$ cat config.mk
export PLATFORM = sky130hd
export DESIGN_NAME = xml_event_tokenizer_core_flat
export DESIGN_NICKNAME = d
export VERILOG_FILES = /design/src/rtl/xet_pkg.sv /design/src/rtl/xet_if.sv /design/src/rtl/xml_event_tokenizer_core.sv /design/src/flat_wrapper.sv
export SDC_FILE = /design/constraint.sdc
export NUM_CORES = 1
export LEC_CHECK = 0
export CAP_MARGIN = 25
export CORE_MARGIN = 2
export CORE_UTILIZATION = 65
export DETAILED_ROUTE_END_ITERATION = 8
export DONT_BUFFER_PORTS = 1
export PLACE_DENSITY = 0.81
export REMOVE_ABC_BUFFERS = 1
export SETUP_SLACK_MARGIN = 0.1
export SYNTH_ARGS = -nofsm -noshare
export SYNTH_HDL_FRONTEND = slang
export SYNTH_SLANG_ARGS = --single-unit
$ cat constraint.sdc
create_clock -name clk -period 11 [get_ports clk]
set_input_delay 0.55 -clock clk [delete_from_list [all_inputs] [get_ports clk]]
set_output_delay 0.55 -clock clk [all_outputs]
set_load 0.05 [all_outputs]
$ cat src/rtl/xet_pkg.sv
// ----------------------------------------------------------------------------
// xet_pkg
// Types, parse modes and delimiter bytes shared by the XML event tokenizer.
// ----------------------------------------------------------------------------
package xet_pkg;

	// one document byte on the input channel
	typedef struct packed {
		logic [7:0] in_byte;
		logic       end_of_file;
		logic       capture_on;
	} in_t;

	// one token byte or one parser event on the output channel
	typedef struct packed {
		logic       text_valid;
		logic [7:0] text_byte;
		logic       event_valid;
		logic [2:0] event_code;
		logic       last;
	} out_t;

	// parse modes, equal to the event codes reported
	localparam logic [2:0] M_BEGIN         = 3'd0;
	localparam logic [2:0] M_TAG_START     = 3'd1;
	localparam logic [2:0] M_NAME_END      = 3'd2;
	localparam logic [2:0] M_ATTR_START    = 3'd3;
	localparam logic [2:0] M_ATTR_NAME_END = 3'd4;
	localparam logic [2:0] M_ATTR_END      = 3'd5;
	localparam logic [2:0] M_TAG_END       = 3'd6;
	localparam logic [2:0] M_FILE_END      = 3'd7;

	localparam logic [7:0] CH_LT     = 8'h3C;
	localparam logic [7:0] CH_GT     = 8'h3E;
	localparam logic [7:0] CH_SLASH  = 8'h2F;
	localparam logic [7:0] CH_QMARK  = 8'h3F;
	localparam logic [7:0] CH_QUOTE  = 8'h22;
	localparam logic [7:0] CH_EQ     = 8'h3D;
	localparam logic [7:0] CH_RBRACK = 8'h5D;
	localparam logic [7:0] CH_DASH   = 8'h2D;
	localparam logic [7:0] CH_BANG   = 8'h21;
	localparam logic [7:0] CH_LBRACK = 8'h5B;

	// bytes of "CDATA[" still to eat once "<![" is seen
	localparam logic [2:0] CdataOpenRest = 3'd6;

	localparam int MaxRes = 4;

endpackage

$ cat src/rtl/xet_if.sv
// ----------------------------------------------------------------------------
// xet_doc_if / xet_tok_if
// Valid/ready channels for document bytes and for tokenizer results.
// ----------------------------------------------------------------------------
interface xet_doc_if import xet_pkg::*; ();
	logic valid;
	logic ready;
	in_t  data;

	modport source (output valid, output data, input ready);
	modport sink (input valid, input data, output ready);
endinterface

interface xet_tok_if import xet_pkg::*; ();
	logic valid;
	logic ready;
	out_t data;

	modport source (output valid, output data, input ready);
	modport sink (input valid, input data, output ready);
endinterface

$ cat src/rtl/xml_event_tokenizer_core.sv
// ----------------------------------------------------------------------------
// xml_event_tokenizer_core
// Streaming XML tokenizer: one document byte in, up to three token bytes or
// parser events out, comments dropped and CDATA passed through as text.
// ----------------------------------------------------------------------------
//  channel  dir  payload                                           transfer
//  doc      in   in_byte, end_of_file, capture_on                  valid & ready
//  tok      out  text_valid, text_byte, event_valid, event_code,   valid & ready
//               last
//
// A byte goes through an input register, is parsed and its results are
// loaded into a four-entry result buffer drained one per cycle while tok is
// ready. Bytes giving zero or one result then flow at one byte per cycle; a
// byte giving more holds the next one back until its last result is taken.
// A stall on tok backs up into doc once the input register is full.
// arst_n clears the parse state and empties both registers.
module xml_event_tokenizer_core import xet_pkg::*; (
	input logic       clk,
	input logic       arst_n,
	xet_doc_if.sink   doc,
	xet_tok_if.source tok
);

	typedef struct packed {
		logic       v0;
		out_t       r0;
		logic       v1;
		out_t       r1;
		logic [2:0] mode;
		logic       skip;
	} step_t;

	function automatic out_t ev_res(logic [2:0] code);
		out_t r;
		r = '0;
		r.event_valid = 1'b1;
		r.event_code = code;
		return r;
	endfunction

	function automatic out_t tx_res(logic [7:0] c);
		out_t r;
		r = '0;
		r.text_valid = 1'b1;
		r.text_byte = c;
		return r;
	endfunction

	function automatic logic is_ws(logic [7:0] c);
		return c == 8'h20 || c == 8'h09 || c == 8'h0A || c == 8'h0B ||
			c == 8'h0C || c == 8'h0D;
	endfunction

	// one byte in any mode but tag end; an attribute lead byte is parsed again
	// as the first byte of the name, hence the second result
	function automatic step_t mode_step(logic [2:0] m, logic [7:0] c, logic cap);
		step_t s;
		s = '0;
		s.mode = m;
		unique case (m)
			M_BEGIN: begin
				if (c == CH_LT) begin
					s.v0 = 1'b1; s.r0 = ev_res(M_TAG_START); s.mode = M_TAG_START;
				end else begin
					s.v0 = cap; s.r0 = tx_res(c);
				end
			end
			M_TAG_START: begin
				priority if (c == CH_GT) begin
					s.v0 = 1'b1; s.r0 = ev_res(M_TAG_END); s.mode = M_TAG_END;
				end else if (is_ws(c)) begin
					s.v0 = 1'b1; s.r0 = ev_res(M_NAME_END); s.mode = M_NAME_END;
				end else begin
					s.v0 = cap; s.r0 = tx_res(c);
				end
			end
			M_NAME_END, M_ATTR_END: begin
				priority if (c == CH_SLASH || (m == M_ATTR_END && c == CH_QMARK)) begin
					s.v0 = 1'b1; s.r0 = ev_res(M_TAG_END); s.mode = M_TAG_END;
					s.skip = 1'b1;
				end else if (c == CH_GT) begin
					s.v0 = 1'b1; s.r0 = ev_res(M_TAG_END); s.mode = M_TAG_END;
				end else if (is_ws(c)) begin
					s.v0 = cap; s.r0 = tx_res(c);
				end else begin
					s.v0 = 1'b1; s.r0 = ev_res(M_ATTR_START);
					if (c == CH_EQ) begin
						s.v1 = 1'b1; s.r1 = ev_res(M_ATTR_NAME_END);
						s.mode = M_ATTR_NAME_END; s.skip = 1'b1;
					end else begin
						s.v1 = cap; s.r1 = tx_res(c); s.mode = M_ATTR_START;
					end
				end
			end
			M_ATTR_START: begin
				if (c == CH_EQ) begin
					s.v0 = 1'b1; s.r0 = ev_res(M_ATTR_NAME_END);
					s.mode = M_ATTR_NAME_END; s.skip = 1'b1;
				end else begin
					s.v0 = cap; s.r0 = tx_res(c);
				end
			end
			M_ATTR_NAME_END: begin
				if (c == CH_QUOTE) begin
					s.v0 = 1'b1; s.r0 = ev_res(M_ATTR_END); s.mode = M_ATTR_END;
				end else begin
					s.v0 = cap; s.r0 = tx_res(c);
				end
			end
			default: begin
			end
		endcase
		return s;
	endfunction

	// input register
	logic       valid_s1;
	in_t        data_s1;

	// parse state
	logic [2:0] mode_q, mode_d;
	logic       cdata_q, cdata_d;
	logic       comment_q, comment_d;
	logic [1:0] la_cnt_q, la_cnt_d;
	logic [2:0] skip_q, skip_d;
	logic [1:0] term_q, term_d;

	// result buffer
	out_t       res_q [MaxRes];
	logic [2:0] rem_q;
	logic [1:0] rd_q;

	step_t      ms, ms_tag;
	logic [3:0] cv;
	out_t       cand [MaxRes];
	out_t       list [MaxRes];
	logic [2:0] n_res;
	logic [1:0] last_idx;
	logic       buf_free;
	logic       commit;
	logic [7:0] c;
	logic       cap;

	assign c = data_s1.in_byte;
	assign cap = data_s1.capture_on;

	assign buf_free = (rem_q == 3'd0) || (rem_q == 3'd1 && tok.ready);
	assign commit = valid_s1 && buf_free;
	assign doc.ready = !valid_s1 || commit;
	assign tok.valid = rem_q != 3'd0;
	assign tok.data = res_q[rd_q];

	always_comb begin
		ms = mode_step(mode_q, c, cap);
		ms_tag = mode_step(M_TAG_START, c, cap);
		cv = '0;
		for (int i = 0; i < MaxRes; i++) begin
			cand[i] = '0;
		end
		mode_d = mode_q;
		cdata_d = cdata_q;
		comment_d = comment_q;
		la_cnt_d = la_cnt_q;
		skip_d = skip_q;
		term_d = term_q;
		priority if (mode_q == M_FILE_END) begin
		end else if (data_s1.end_of_file) begin
			la_cnt_d = 2'd0;
			term_d = 2'd0;
			skip_d = 3'd0;
			cv[0] = 1'b1; cand[0] = ev_res(M_FILE_END);
			mode_d = M_FILE_END;
		end else if (skip_q != 3'd0) begin
			skip_d = skip_q - 3'd1;
		end else if (mode_q != M_TAG_END) begin
			cv[0] = ms.v0; cand[0] = ms.r0;
			cv[1] = ms.v1; cand[1] = ms.r1;
			mode_d = ms.mode;
			if (ms.skip) begin
				skip_d = 3'd1;
			end
		end else if (cdata_q) begin
			// held ']' bytes come out as text once the match breaks
			priority if (term_q == 2'd0) begin
				if (c == CH_RBRACK) begin
					term_d = 2'd1;
				end else begin
					cv[0] = cap; cand[0] = tx_res(c);
				end
			end else if (term_q == 2'd1) begin
				if (c == CH_RBRACK) begin
					term_d = 2'd2;
				end else begin
					term_d = 2'd0;
					cv[0] = cap; cand[0] = tx_res(CH_RBRACK);
					cv[1] = cap; cand[1] = tx_res(c);
				end
			end else begin
				priority if (c == CH_GT) begin
					term_d = 2'd0;
					cdata_d = 1'b0;
				end else if (c == CH_RBRACK) begin
					cv[0] = cap; cand[0] = tx_res(CH_RBRACK);
				end else begin
					term_d = 2'd0;
					cv[0] = cap; cand[0] = tx_res(CH_RBRACK);
					cv[1] = cap; cand[1] = tx_res(CH_RBRACK);
					cv[2] = cap; cand[2] = tx_res(c);
				end
			end
		end else if (comment_q) begin
			priority if (term_q == 2'd0) begin
				if (c == CH_DASH) begin
					term_d = 2'd1;
				end
			end else if (term_q == 2'd1) begin
				term_d = (c == CH_DASH) ? 2'd2 : 2'd0;
			end else begin
				priority if (c == CH_GT) begin
					term_d = 2'd0;
					comment_d = 1'b0;
				end else if (c != CH_DASH) begin
					term_d = 2'd0;
				end else begin
				end
			end
		end else if (la_cnt_q == 2'd1) begin
			if (c == CH_BANG) begin
				la_cnt_d = 2'd2;
			end else begin
				la_cnt_d = 2'd0;
				cv[0] = 1'b1; cand[0] = ev_res(M_TAG_START);
				cv[1] = ms_tag.v0; cand[1] = ms_tag.r0;
				mode_d = ms_tag.mode;
			end
		end else if (la_cnt_q[1]) begin
			// the second held byte can only be '!', so it is not stored
			la_cnt_d = 2'd0;
			priority if (c == CH_LBRACK) begin
				cdata_d = 1'b1;
				term_d = 2'd0;
				skip_d = CdataOpenRest;
			end else if (c == CH_DASH) begin
				comment_d = 1'b1;
				term_d = 2'd0;
				skip_d = 3'd1;
			end else begin
				cv[0] = 1'b1; cand[0] = ev_res(M_TAG_START);
				cv[1] = cap; cand[1] = tx_res(CH_BANG);
				cv[2] = ms_tag.v0; cand[2] = ms_tag.r0;
				mode_d = ms_tag.mode;
			end
		end else if (c == CH_LT) begin
			la_cnt_d = 2'd1;
		end else begin
			cv[0] = cap; cand[0] = tx_res(c);
		end
	end

	// pack the live results to the front and mark the final one
	always_comb begin
		n_res = 3'd0;
		for (int i = 0; i < MaxRes; i++) begin
			list[i] = '0;
		end
		for (int i = 0; i < MaxRes; i++) begin
			if (cv[i]) begin
				list[n_res[1:0]] = cand[i];
				n_res = n_res + 3'd1;
			end
		end
		last_idx = 2'(n_res - 3'd1);
		if (n_res != 3'd0) begin
			list[last_idx].last = 1'b1;
		end
	end

	always_ff @(posedge clk or negedge arst_n) begin
		if (!arst_n) begin
			valid_s1 <= 1'b0;
		end else if (doc.valid && doc.ready) begin
			valid_s1 <= 1'b1;
		end else if (commit) begin
			valid_s1 <= 1'b0;
		end
	end

	always_ff @(posedge clk) begin
		if (doc.valid && doc.ready) begin
			data_s1 <= doc.data;
		end
	end

	always_ff @(posedge clk or negedge arst_n) begin
		if (!arst_n) begin
			mode_q <= M_BEGIN;
			cdata_q <= 1'b0;
			comment_q <= 1'b0;
			la_cnt_q <= 2'd0;
			skip_q <= 3'd0;
			term_q <= 2'd0;
		end else if (commit) begin
			mode_q <= mode_d;
			cdata_q <= cdata_d;
			comment_q <= comment_d;
			la_cnt_q <= la_cnt_d;
			skip_q <= skip_d;
			term_q <= term_d;
		end
	end

	always_ff @(posedge clk or negedge arst_n) begin
		if (!arst_n) begin
			rem_q <= 3'd0;
			rd_q <= 2'd0;
		end else if (commit) begin
			rem_q <= n_res;
			rd_q <= 2'd0;
		end else if (tok.valid && tok.ready) begin
			rem_q <= rem_q - 3'd1;
			rd_q <= rd_q + 2'd1;
		end
	end

	always_ff @(posedge clk) begin
		if (commit) begin
			for (int i = 0; i < MaxRes; i++) begin
				res_q[i] <= list[i];
			end
		end
	end

	a_rem_bound: assert property (@(posedge clk) disable iff (!arst_n)
		rem_q <= 3'(MaxRes))
		else $error("result buffer count beyond its depth");

	a_last_final: assert property (@(posedge clk) disable iff (!arst_n)
		tok.valid && rem_q == 3'd1 |-> tok.data.last)
		else $error("final result of a byte not marked last");

	a_last_early: assert property (@(posedge clk) disable iff (!arst_n)
		tok.valid && rem_q > 3'd1 |-> !tok.data.last)
		else $error("last marked before the final result");

	a_one_kind: assert property (@(posedge clk) disable iff (!arst_n)
		tok.valid |-> (tok.data.text_valid ^ tok.data.event_valid))
		else $error("result is neither or both of text and event");

	a_file_end_sticks: assert property (@(posedge clk) disable iff (!arst_n)
		mode_q == M_FILE_END |=> mode_q == M_FILE_END)
		else $error("parser left the file end mode");

endmodule

$ cat src/flat_wrapper.sv
// flat-port wrapper written by rule: the top's interface ports become plain ports
module xml_event_tokenizer_core_flat import xet_pkg::*;
  (clk, arst_n, doc_valid, doc_data, doc_ready, tok_valid, tok_data, tok_ready);
  xet_doc_if doc_i ();
  xet_tok_if tok_i ();
  input logic clk;
  input logic arst_n;
  input wire logic [$bits(doc_i.valid)-1:0] doc_valid;
  input wire logic [$bits(doc_i.data)-1:0] doc_data;
  output wire logic [$bits(doc_i.ready)-1:0] doc_ready;
  output wire logic [$bits(tok_i.valid)-1:0] tok_valid;
  output wire logic [$bits(tok_i.data)-1:0] tok_data;
  input wire logic [$bits(tok_i.ready)-1:0] tok_ready;
  assign doc_i.valid = doc_valid;
  assign doc_i.data = doc_data;
  assign doc_ready = doc_i.ready;
  assign tok_valid = tok_i.valid;
  assign tok_data = tok_i.data;
  assign tok_i.ready = tok_ready;
  xml_event_tokenizer_core u_core (.clk(clk), .arst_n(arst_n), .doc(doc_i), .tok(tok_i));
endmodule
Word level (Yosys, flattened, before mapping)

Memories as Yosys holds them, arrays and structs flattened.
Index checks and enable logic that the tools add are counted.

Add/subtract/negate cells: 6
Order comparisons: 6
Equal/unequal tests: 51
Multiplexer cells: 190
Bitwise gates (word level): 8
Reduce and logical (&&, ||, !) cells: 39

Operators with widths:

| kind                 | count |
|---|---|
| $mux W42             | 21 |
| $mux W28             | 7 |
| $bwmux W56           | 3 |
| $mux W56             | 3 |
| $mux W15             | 11 |
| $mux W3              | 52 |
| $mux W14             | 11 |
| $demux W14 S2        | 3 |
| $mux W2              | 40 |
| $pmux W15 S5         | 1 |
| $eq A8 B6 Y1 const B | 9 |
| $eq A8 B4 Y1 const B | 5 |
| $mux W19             | 2 |
| $mux W33             | 1 |
| $mux W1              | 30 |
| $ne A4 B2 Y1 const B | 5 |
| $mux W18             | 1 |
| $eq A8 B7 Y1 const B | 2 |
| $ne A4 B1 Y1 const B | 4 |
| $reduce_bool A4 Y1   | 4 |
| $pmux W3 S5          | 1 |
| $reduce_and A15 Y1   | 1 |
| $ne A4 B3 Y1 const B | 3 |
| $ne A6 B5 Y1 const B | 2 |
| 37 further kinds     | 78 |

Flip-flop bits (word level): 28
Bits in writable memories: 56
Bits of input ports: 14
Output and inout port bits: 16
Word-level logic and storage cells: 314
Memories: 1

Memory list:

| memory       | depth | width | read ports | clocked after Yosys merged registers in | wr ports | line                            | RTL |
|---|---|---|---|---|---|---|---|
| u_core.res_q | 4     | 14    | 1          | 0                                       | 4        | xml_event_tokenizer_core.sv:129 | `out_t res_q [MaxRes];` |

Longest topological paths before layout

Gate-level depths: netlist (run 1).

Word-level depth: 39
Mapped depth: 15
Depth with buffers taken out: 14

Least setup slack after synthesis (run 1)

OpenSTA, ideal clock, no wires.

Path kind: flip-flop to flip-flop
Start: register u_core.data_s1 (netlist bit u_core.c[1])
End: memory u_core.res_q[1][11] in the netlist's numbering (data pin)
Library setup time: 0.273 ns
Arrival time: 3.243 ns
Required time: 10.727 ns
Setup slack: 7.484 ns
Stages on the path, launching flop included: 13
Path buffers: 1
Cell sequence: edfxtp_1 > or4_1 > a211oi_2 > nor2_1 > o31a_1 > o21ai_2 > inv_1 > ha_1 > clkbuf_1 > and3_1 > a32oi_1 > nand3_1 > o221ai_1

RTL lines:

| what                     | line                            | RTL |
|---|---|---|
| start: declaration       | xml_event_tokenizer_core.sv:118 | `in_t data_s1;` |
| start signal: assignment | xml_event_tokenizer_core.sv:290 | `data_s1 <= doc.data;` |
| end: declaration         | xml_event_tokenizer_core.sv:129 |  |

==> results by stage, run 1 <==
Run status:
- The run finished with clean final reports.

Floorplan:
- In this run the vertical extent of the chip is slightly above 90 µm.
- Row generation in the floorplan step produced 32 rows.
- The I/O pin count is 30.
- The core region is 7727 µm².
- The starting density of the core is 66.99%.
- The die is 93.24 µm wide.
- The die covers 8693 µm².

Logic synthesis:
- A synthesized cell averages 10.05 µm².
- Counting instances in the post-synthesis netlist gives the leading cell types as sky130_fd_sc_hd__edfxtp_1 (61), sky130_fd_sc_hd__nor2_1 (40), sky130_fd_sc_hd__nand2_1 (39), sky130_fd_sc_hd__o21ai_0 (30), sky130_fd_sc_hd__a21oi_1 (29).
- The sequential area share after synthesis is 44.09%.
- The warning count from the yosys run is 0.
- The top flip-flop cell by instance count after synthesis is sky130_fd_sc_hd__edfxtp_1.
- In this run, synthesis inferred 61 flip-flops with an integrated enable.
- For this run, asynchronously set or reset flops after synthesis account for between 20% and 30%.
- The count of cell types in the netlist is 82.
- The library cell with the highest instance count after synthesis is sky130_fd_sc_hd__edfxtp_1.
- Summing every instance area after synthesis gives 5176 µm².
- In the post-synthesis netlist, the biggest area contributors are sky130_fd_sc_hd__edfxtp_1 (35%), sky130_fd_sc_hd__dfrtp_1 (8.7%), sky130_fd_sc_hd__mux4_2 (5.7%).
- The synthesized netlist cell count is 515.
- The number of storage elements in the synthesis netlist is 79.
- The library cell occupying the most area in the post-synthesis netlist is sky130_fd_sc_hd__edfxtp_1.
- Summed over its instances, the top area cell type makes up 35.39% of the synthesized netlist area.

Global routing:
- The wire length of the first global-routing pass is 22050 µm.
- The total global-route track usage is roughly a third.
- The initial antenna violation count was 0.
- The via count of the first global-routing pass is 3972.
- After global routing the overflow that remains totals 0.
- Entering global routing, the biggest net connects 55 pins.

Worst setup path:
- The worst setup path is launched from a flop.
- Of all nets on the critical path, the largest fanout is 10.
- For the worst setup path, the data arrival time is 4.34 ns.
- Data on the critical path is required at its endpoint by 11.09 ns.
- The critical path capture point type is a flop.
- The class of the most critical setup path is flop to flop.

Clocking:
- At the later pin of the worst-skew pair, clock insertion delay measures approximately 0.36 ns.
- The clock sink count is 79.
- The H-tree was split into 3 levels.
- The total of cells resized after clock tree synthesis is 0.
- The clock slew seen by the registers of the worst setup and hold paths is 0.09 ns.
- The total clock buffers created by CTS is 9.
- Buffers added to address setup during post-CTS repair amount to 0.
- The root buffer cell is sky130_fd_sc_hd__clkbuf_8.
- The clock passes through at most 2 buffers.
- TritonCTS built the clock tree.

Final layout:
- In the final layout, the share of cells above drive strength 1 is about 12%.
- The count of antenna diodes in the layout is 0.
- The sequential cells in the finished layout cover a total of 2282 µm².
- The final layout contains roughly 520 nets.
- The multi-input logic area is roughly 2700 µm².
- The number of fill cells in the layout is 542.
- Relative to the synthesized area, the layout overhead comes to 4.907%.

Placement:
- The congestion estimate from routability-driven global placement came to 1.061.
- The worst slack after detailed placement is 6.921 ns.
- The number of buffer cells added on primary ports is 0.
- The HPWL after detailed placement is just over 10000 µm.

Timing:
- The transition time of the tightest slew-check pin is 1.002 ns.
- The routed design could run at a clock period as short as 4.249 ns.
- The maximum operating frequency is around 0.24 GHz.
- The setup TNS is 0 ns.
- The hold violation count in the final report is 0.
- The max-slew violation count is 0.
- The share of the clock period used by the worst path after layout is 38.62%.
- The final clock skew is 0.01040 ns.
- Headroom to the max-slew limit came out at 32.60%.
- Setup slack on the critical path of the routed design comes to around 6.8 ns.
- Hold is met by 0.2785 ns.
- Setup repair after global routing left no endpoint under its margin.
- Setup violations remaining at the end of the flow were counted as 0.

Job:
- Max-cap violations in this run came to 0.

Power and ir drop:
- The power per cell area is 289.1 nW/µm².
- The maximum resistive drop on vdd is ~150 µV.
- The leakage power is 1.878 nW.

Route:
- Using the TritonRoute via totals, the vias-per-cell ratio works out to 7.351.
- The count of unresolved DRC violations after routing is 0.
- The iteration count of the initial detailed-routing pass is 7.
- For this block, the initial DRC count from the detailed router was 489.
- The routed length per instance is 23.58 µm.
- The routed layout has between 4000 and 5000 vias.
- The total detailed-routing wirelength is 14310 µm.
- The post-detailed-route count of antenna-violating nets is 0.

Min path:
- The path class of the tightest hold or removal check is input pin to flop.
## layout by cell type (no fill, tap or decap), types with 6 or more instances in the layout
master and count:
sky130_fd_sc_hd__nand4_1 6, sky130_fd_sc_hd__o21ai_1 7, sky130_fd_sc_hd__o21ai_0 29, sky130_fd_sc_hd__nand2_1 39, sky130_fd_sc_hd__edfxtp_1 61, sky130_fd_sc_hd__ha_1 8, sky130_fd_sc_hd__inv_1 17, sky130_fd_sc_hd__clkbuf_8 9
sky130_fd_sc_hd__o31ai_1 8, sky130_fd_sc_hd__a31oi_1 8, sky130_fd_sc_hd__a21o_1 7, sky130_fd_sc_hd__or3_1 8, sky130_fd_sc_hd__mux4_2 13, sky130_fd_sc_hd__nor2_1 40, sky130_fd_sc_hd__a21oi_1 29, sky130_fd_sc_hd__nand3_1 28
sky130_fd_sc_hd__and2_1 8, sky130_fd_sc_hd__o211ai_1 9, sky130_fd_sc_hd__nand2b_1 7, sky130_fd_sc_hd__dfrtp_1 18, sky130_fd_sc_hd__nor3_1 20, sky130_fd_sc_hd__o22ai_1 7
## per-layer routing
metal,part of all wire [%],global-route usage [%],up-vias,wire length [µm]
met1,40,47.52,2112,5789
met4,3.6,13.48,0,522
met2,47,53.36,321,6749
li1,-,-,1977,-
met5,0,0,-,0
met3,8.7,5.479,52,1251
## power breakdown
group          internal [W]  switching (W)  total, W
registers          0.000458       0.000118  0.000576
logic              0.000239       0.000530  0.000769
clock network      0.000108       0.000117  0.000225
## worst max-delay path, stage by stage (launching register included)
cell and delay (ns):
sky130_fd_sc_hd__dfrtp_1 0.41, sky130_fd_sc_hd__inv_1 0.09, sky130_fd_sc_hd__ha_1 0.21, sky130_fd_sc_hd__nor2b_1 0.69
sky130_fd_sc_hd__nand2_1 0.45, sky130_fd_sc_hd__o211ai_1 0.53, sky130_fd_sc_hd__o21ai_1 0.25, sky130_fd_sc_hd__ha_1 0.58
sky130_fd_sc_hd__nand3_1 0.36, sky130_fd_sc_hd__o2111ai_1 0.24, sky130_fd_sc_hd__o211ai_1 0.16
## metrics by stage
step | total power, W | instances | util (%) | cell area, µm²
floorplan | 0.001146 | 485 | - | 5050
global placement | 0.001292 | 588 | 67.16 | 5190
detailed placement | 0.001311 | 588 | 67.16 | 5190
CTS | 0.001536 | 605 | 69.92 | 5403
global route | 0.001642 | 607 | 70.27 | 5430
finish | 0.001570 | 607 | 70.27 | 5430
## state kept, by name (all words and copies together) (netlist names)
name	cells
u_core.c	8
u_core.cap	1
u_core.cdata_q	1
u_core.comment_q	1
u_core.data_s1	1
u_core.la_cnt_q	2
u_core.mode_q	3
u_core.rd_q	2
u_core.rem_q	3
u_core.res_q	51
u_core.skip_q	3
u_core.term_q	2
u_core.valid_s1	1
## logic make-up (layout without fill, tap and decap cells)
| logic type | after synthesis | after routing | share of synthesized area [%] |
|---|---|---|---|
| fa+ha+maj | 8 | 8 | 1.934 |
| mux | 21 | 21 | 7.517 |
| xor+xnor | 2 | 2 | 0.4836 |
| simple gates | 203 | 203 | 21.63 |
| buf+inv | 48 | 38 | 3.747 |
| flops | 79 | 79 | 44.09 |
| compound gates | 154 | 154 | 20.59 |
## area by class of cell
class / count / share of cell area (%)
Inverter: 18 / 1.244
Tap cell: 102 / 2.350
Multi-Input combinational cell: 388 / 49.82
Sequential cell: 79 / 42.03
Clock buffer: 9 / 2.281
Clock inverter: 7 / 1.452
Timing Repair Buffer: 4 / 0.8295
## repair_timing
item | 4_1_cts | 5_1_grt
hold buffers | 1 | 0
endpoints found under the setup margin | 0 | 0
hold endpoints to repair | 18 | 0
## worst paths after layout
| check | start | end | slack [ns] | cells after the start |
|---|---|---|---|---|
| max | u_core.skip_q[0] | u_core.res_q[1][5] | 6.75 | 10 |
| max in group asynchronous | arst_n | u_core.la_cnt_q[0] | 9.74 | 1 |
| min in group asynchronous | arst_n | u_core.rd_q[1] | 0.73 | 1 |
| min reg2reg | u_core.rem_q[1] | u_core.rem_q[1] | 0.51 | 2 |
| max reg2reg | u_core.skip_q[0] | u_core.res_q[1][5] | 6.75 | 10 |
| min | doc_data[1] | u_core.data_s1[1] | 0.28 | 0 |
No activity file was read; power rests on OpenSTA's default activity.
==> run 2, diff against run 1 <==
Settings changed: CORE_UTILIZATION 65 to 58, PLACE_DENSITY 0.81 to 0.76.
Clock period 11 ns to 3.6 ns, I/O delays scaled along.
==> results by stage, run 2 (same netlist as run 1, synthesis figures left out) <==
Run status:
- The run finished with clean final reports.

Power and ir drop:
- The worst-case IR drop observed on VDD is 515.6 µV.
- Of the total power, the share spent switching nets is about half.
- The internal power of the cells totals 0.002623 W.
- The switching power of the nets is 0.002427 W.
- Summed over all cells, the static leakage comes to 2.178 nW.
- The power per cell area is ~840 nW/µm².
- Overall power consumption after layout is estimated at 0.005051 W.
- The portion of total power attributed to combinational logic is 54.6%.
- The share of total power in the clock network is between 10% and 20%.
- Sequential cells burn between 30% and 40% of the power.

Global routing:
- The via count of the first global-routing pass was 4365.
- The maximum number of pins on one net before global-route repair is 33.
- The wire length of the first global-routing pass is 24500 µm.
- The initial antenna violation count is 0.
- For this run, the total global-route usage over all layers was measured as 32.81%.
- Summed over all layers, the global routing overflow is 0.

Final layout:
- The layout-stage area growth over the synthesis result is 16.27%.
- In the layout the commonest cells are sky130_fd_sc_hd__edfxtp_1 (61), sky130_fd_sc_hd__buf_4 (55), sky130_fd_sc_hd__nor2_1 (39).
- Ranked by flip-flop count, first place goes to u_core.res_q.
- Once layout is done, the placed cells without fillers occupy 6018 µm².
- The net count of the finished layout is 586.
- The most common cell after layout, fill and taps aside is sky130_fd_sc_hd__edfxtp_1.
- The count of antenna diodes in the layout is 0.
- The flip-flop count of the largest register after layout is 51.
- The fraction of final layout cells sized beyond drive strength 1 is 22.14%.
- After filler insertion, the fill cell instance count of the layout stands at 670.

Route:
- The count of unresolved DRC violations after routing is 0.
- For this block, the initial DRC count from the detailed router was 547.
- Once detail routing completed, the nets flagged for antenna violations numbered 0.
- The total detailed-routing wirelength is 15590 µm.
- Dividing the detail-routed wire length by the instance count gives approximately 23 µm.
- The ratio of routed vias to standard cells is around 6.8.
- The iteration count of the initial detailed-routing pass is 6.
- Summing over every cut layer, the via total after detailed routing is ~4600.

Clocking:
- TritonCTS built the clock tree.
- The clock net in this run drives a total of 79 sinks.
- The number of levels the H-tree was split into is 3.
- The root buffer cell is sky130_fd_sc_hd__clkbuf_8.
- The clock latency on the worst-skew pair is ~0.36 ns.
- The total clock buffers created by CTS is 9.
- The clock passes through at most 2 buffers.
- The clock slew seen by the registers of the worst setup and hold paths is 0.08 ns.

Floorplan:
- The full die area is between 9000 and 10000 µm².
- In this run the count of I/O pins placed on the die edge is 30.
- After floorplanning, the core was sized to cover 8678 µm².
- The initialized floorplan defines 34 standard-cell rows.
- The height of the die is 98.47 µm.
- The floorplan step set the die width to 98.47 µm.
- The starting density of the core is 59.65%.

Timing:
- Setup violations remaining at the end of the flow were counted as 0.
- The post-layout minimum cycle time is 3.366 ns.
- At the pin with the least slew margin, the transition time is 0.9625 ns.
- For this run, the top clock speed supported by timing is 0.2971 GHz.
- The final clock skew is between 0.01 and 0.015 ns.
- The worst slew margin relative to its limit is 35.83%.
- The setup TNS is 0 ns.
- Dividing the final minimum period by the clock period gives 93.50%.
- Setup repair after global routing could not meet its margin everywhere.
- The max-slew violation count is 0.
- The hold violation count in the final report is 0.

Worst setup path:
- The kind of start point of the critical path is a flop.
- The class of the most critical setup path is flop to flop.
- For this run, the slowest stage of the critical path takes 0.40 ns.
- Data on the critical path is required at its endpoint by 3.72 ns.
- STA classifies the critical path endpoint as a flop.
- Traced cell by cell, the critical path runs through buf_4 > nand4b_1 > or2_2 > and4_1 > o21ai_0 > o21ai_2 > inv_1 > ha_2 > inv_1 > nor3_1 > a22oi_1 > o211ai_1 > nand3_1 > a21o_1.
- The most numerous cell on the critical path is sky130_fd_sc_hd__inv_1.
- Data on the critical path arrives at its endpoint at 3.49 ns.
- In this run the worst path has a maximum fanout of 16.
- The critical-path cell with the highest stage delay is sky130_fd_sc_hd__or2_2.

Placement:
- Once detailed placement completed, the half-perimeter wirelength came to 11620 µm.
- The routability congestion estimate from global placement is 1.036.
- The number of buffer cells added on primary ports is 0.
- The cell area reported after detailed placement is 5520 µm².

Min path:
- The class of the tightest hold or removal check is input pin to flop.

Job:
- The tool flagged a number of max-cap violations equal to 0.
-- run 2: stage by stage --
stage	hold WS (ns)	instances	setup slack, ns	util, %
after floorplan	-0.1156	485	0.02810	-
after global placement	-0.1153	637	0.1665	63.61
after detailed placement	-0.1154	637	0.1840	63.61
after CTS	0.04064	665	0.1865	67.27
after global routing	0.1012	677	0.04590	69.35
final	0.03497	677	0.2340	69.35
-- run 2: area by class of cell --
class	count	area [µm²]	share of cell area [%]
inverters	18	67.56	1.123
clock buffers	10	127.6	2.121
repair buffers	68	538.0	8.940
clock inverters	6	70.07	1.164
multi-input cells	388	2798	46.49
flip-flops and latches	79	2282	37.92
well taps	108	135.1	2.245
-- run 2: repair_timing --
action,4_1_cts,5_1_grt
hold buffers,12,0
setup buffers,0,12
endpoints found under the hold margin,29,0
gates resized for setup,0,15
setup endpoints to repair,0,14
-- run 2: layer usage --
layer / up-vias / track usage (%) / part of all wire [%]
met5: - / 0 / 0
met4: 0 / 15.07 / 4.4
met3: 45 / 3.546 / 7.0
met1: 2215 / 45.43 / 41
li1: 2100 / - / -
met2: 261 / 52.54 / 48
-- run 2: critical path, delay by kind of cell (launching register included) --
| family | cells | cell delay (ns) |
|---|---|---|
| AO/OA/AOI/OAI | 5 | 0.87 |
| adder cells (fa/ha/maj) | 1 | 0.20 |
| buffers and inverters | 3 | 0.39 |
| flip-flops | 1 | 0.39 |
| AND/OR/NAND/NOR | 5 | 1.27 |
-- run 2: worst paths after layout --
check | from | end | slack (ns) | cells past startpoint
setup / recovery | u_core.c[1] | u_core.res_q[0][7] | 0.23 | 14
hold / removal | tok_ready | u_core.rem_q[2] | 0.03 | 3
setup reg to reg | u_core.c[1] | u_core.res_q[0][7] | 0.23 | 14
hold reg to reg | u_core.skip_q[1] | u_core.skip_q[1] | 0.49 | 2
max in group asynchronous | arst_n | u_core.term_q[1] | 2.74 | 1
min in group asynchronous | arst_n | u_core.skip_q[0] | 0.35 | 1
-- run 2: power by group through the flow --
stage	logic (W)	registers [W]	clock network, W
final	0.00276	0.00162	0.000673
after global routing	0.00293	0.00167	0.000711
after CTS	0.00261	0.00163	0.000676
after detailed placement	0.00259	0.00165	0
after global placement	0.00256	0.00162	0
after floorplan	0.00185	0.00166	0
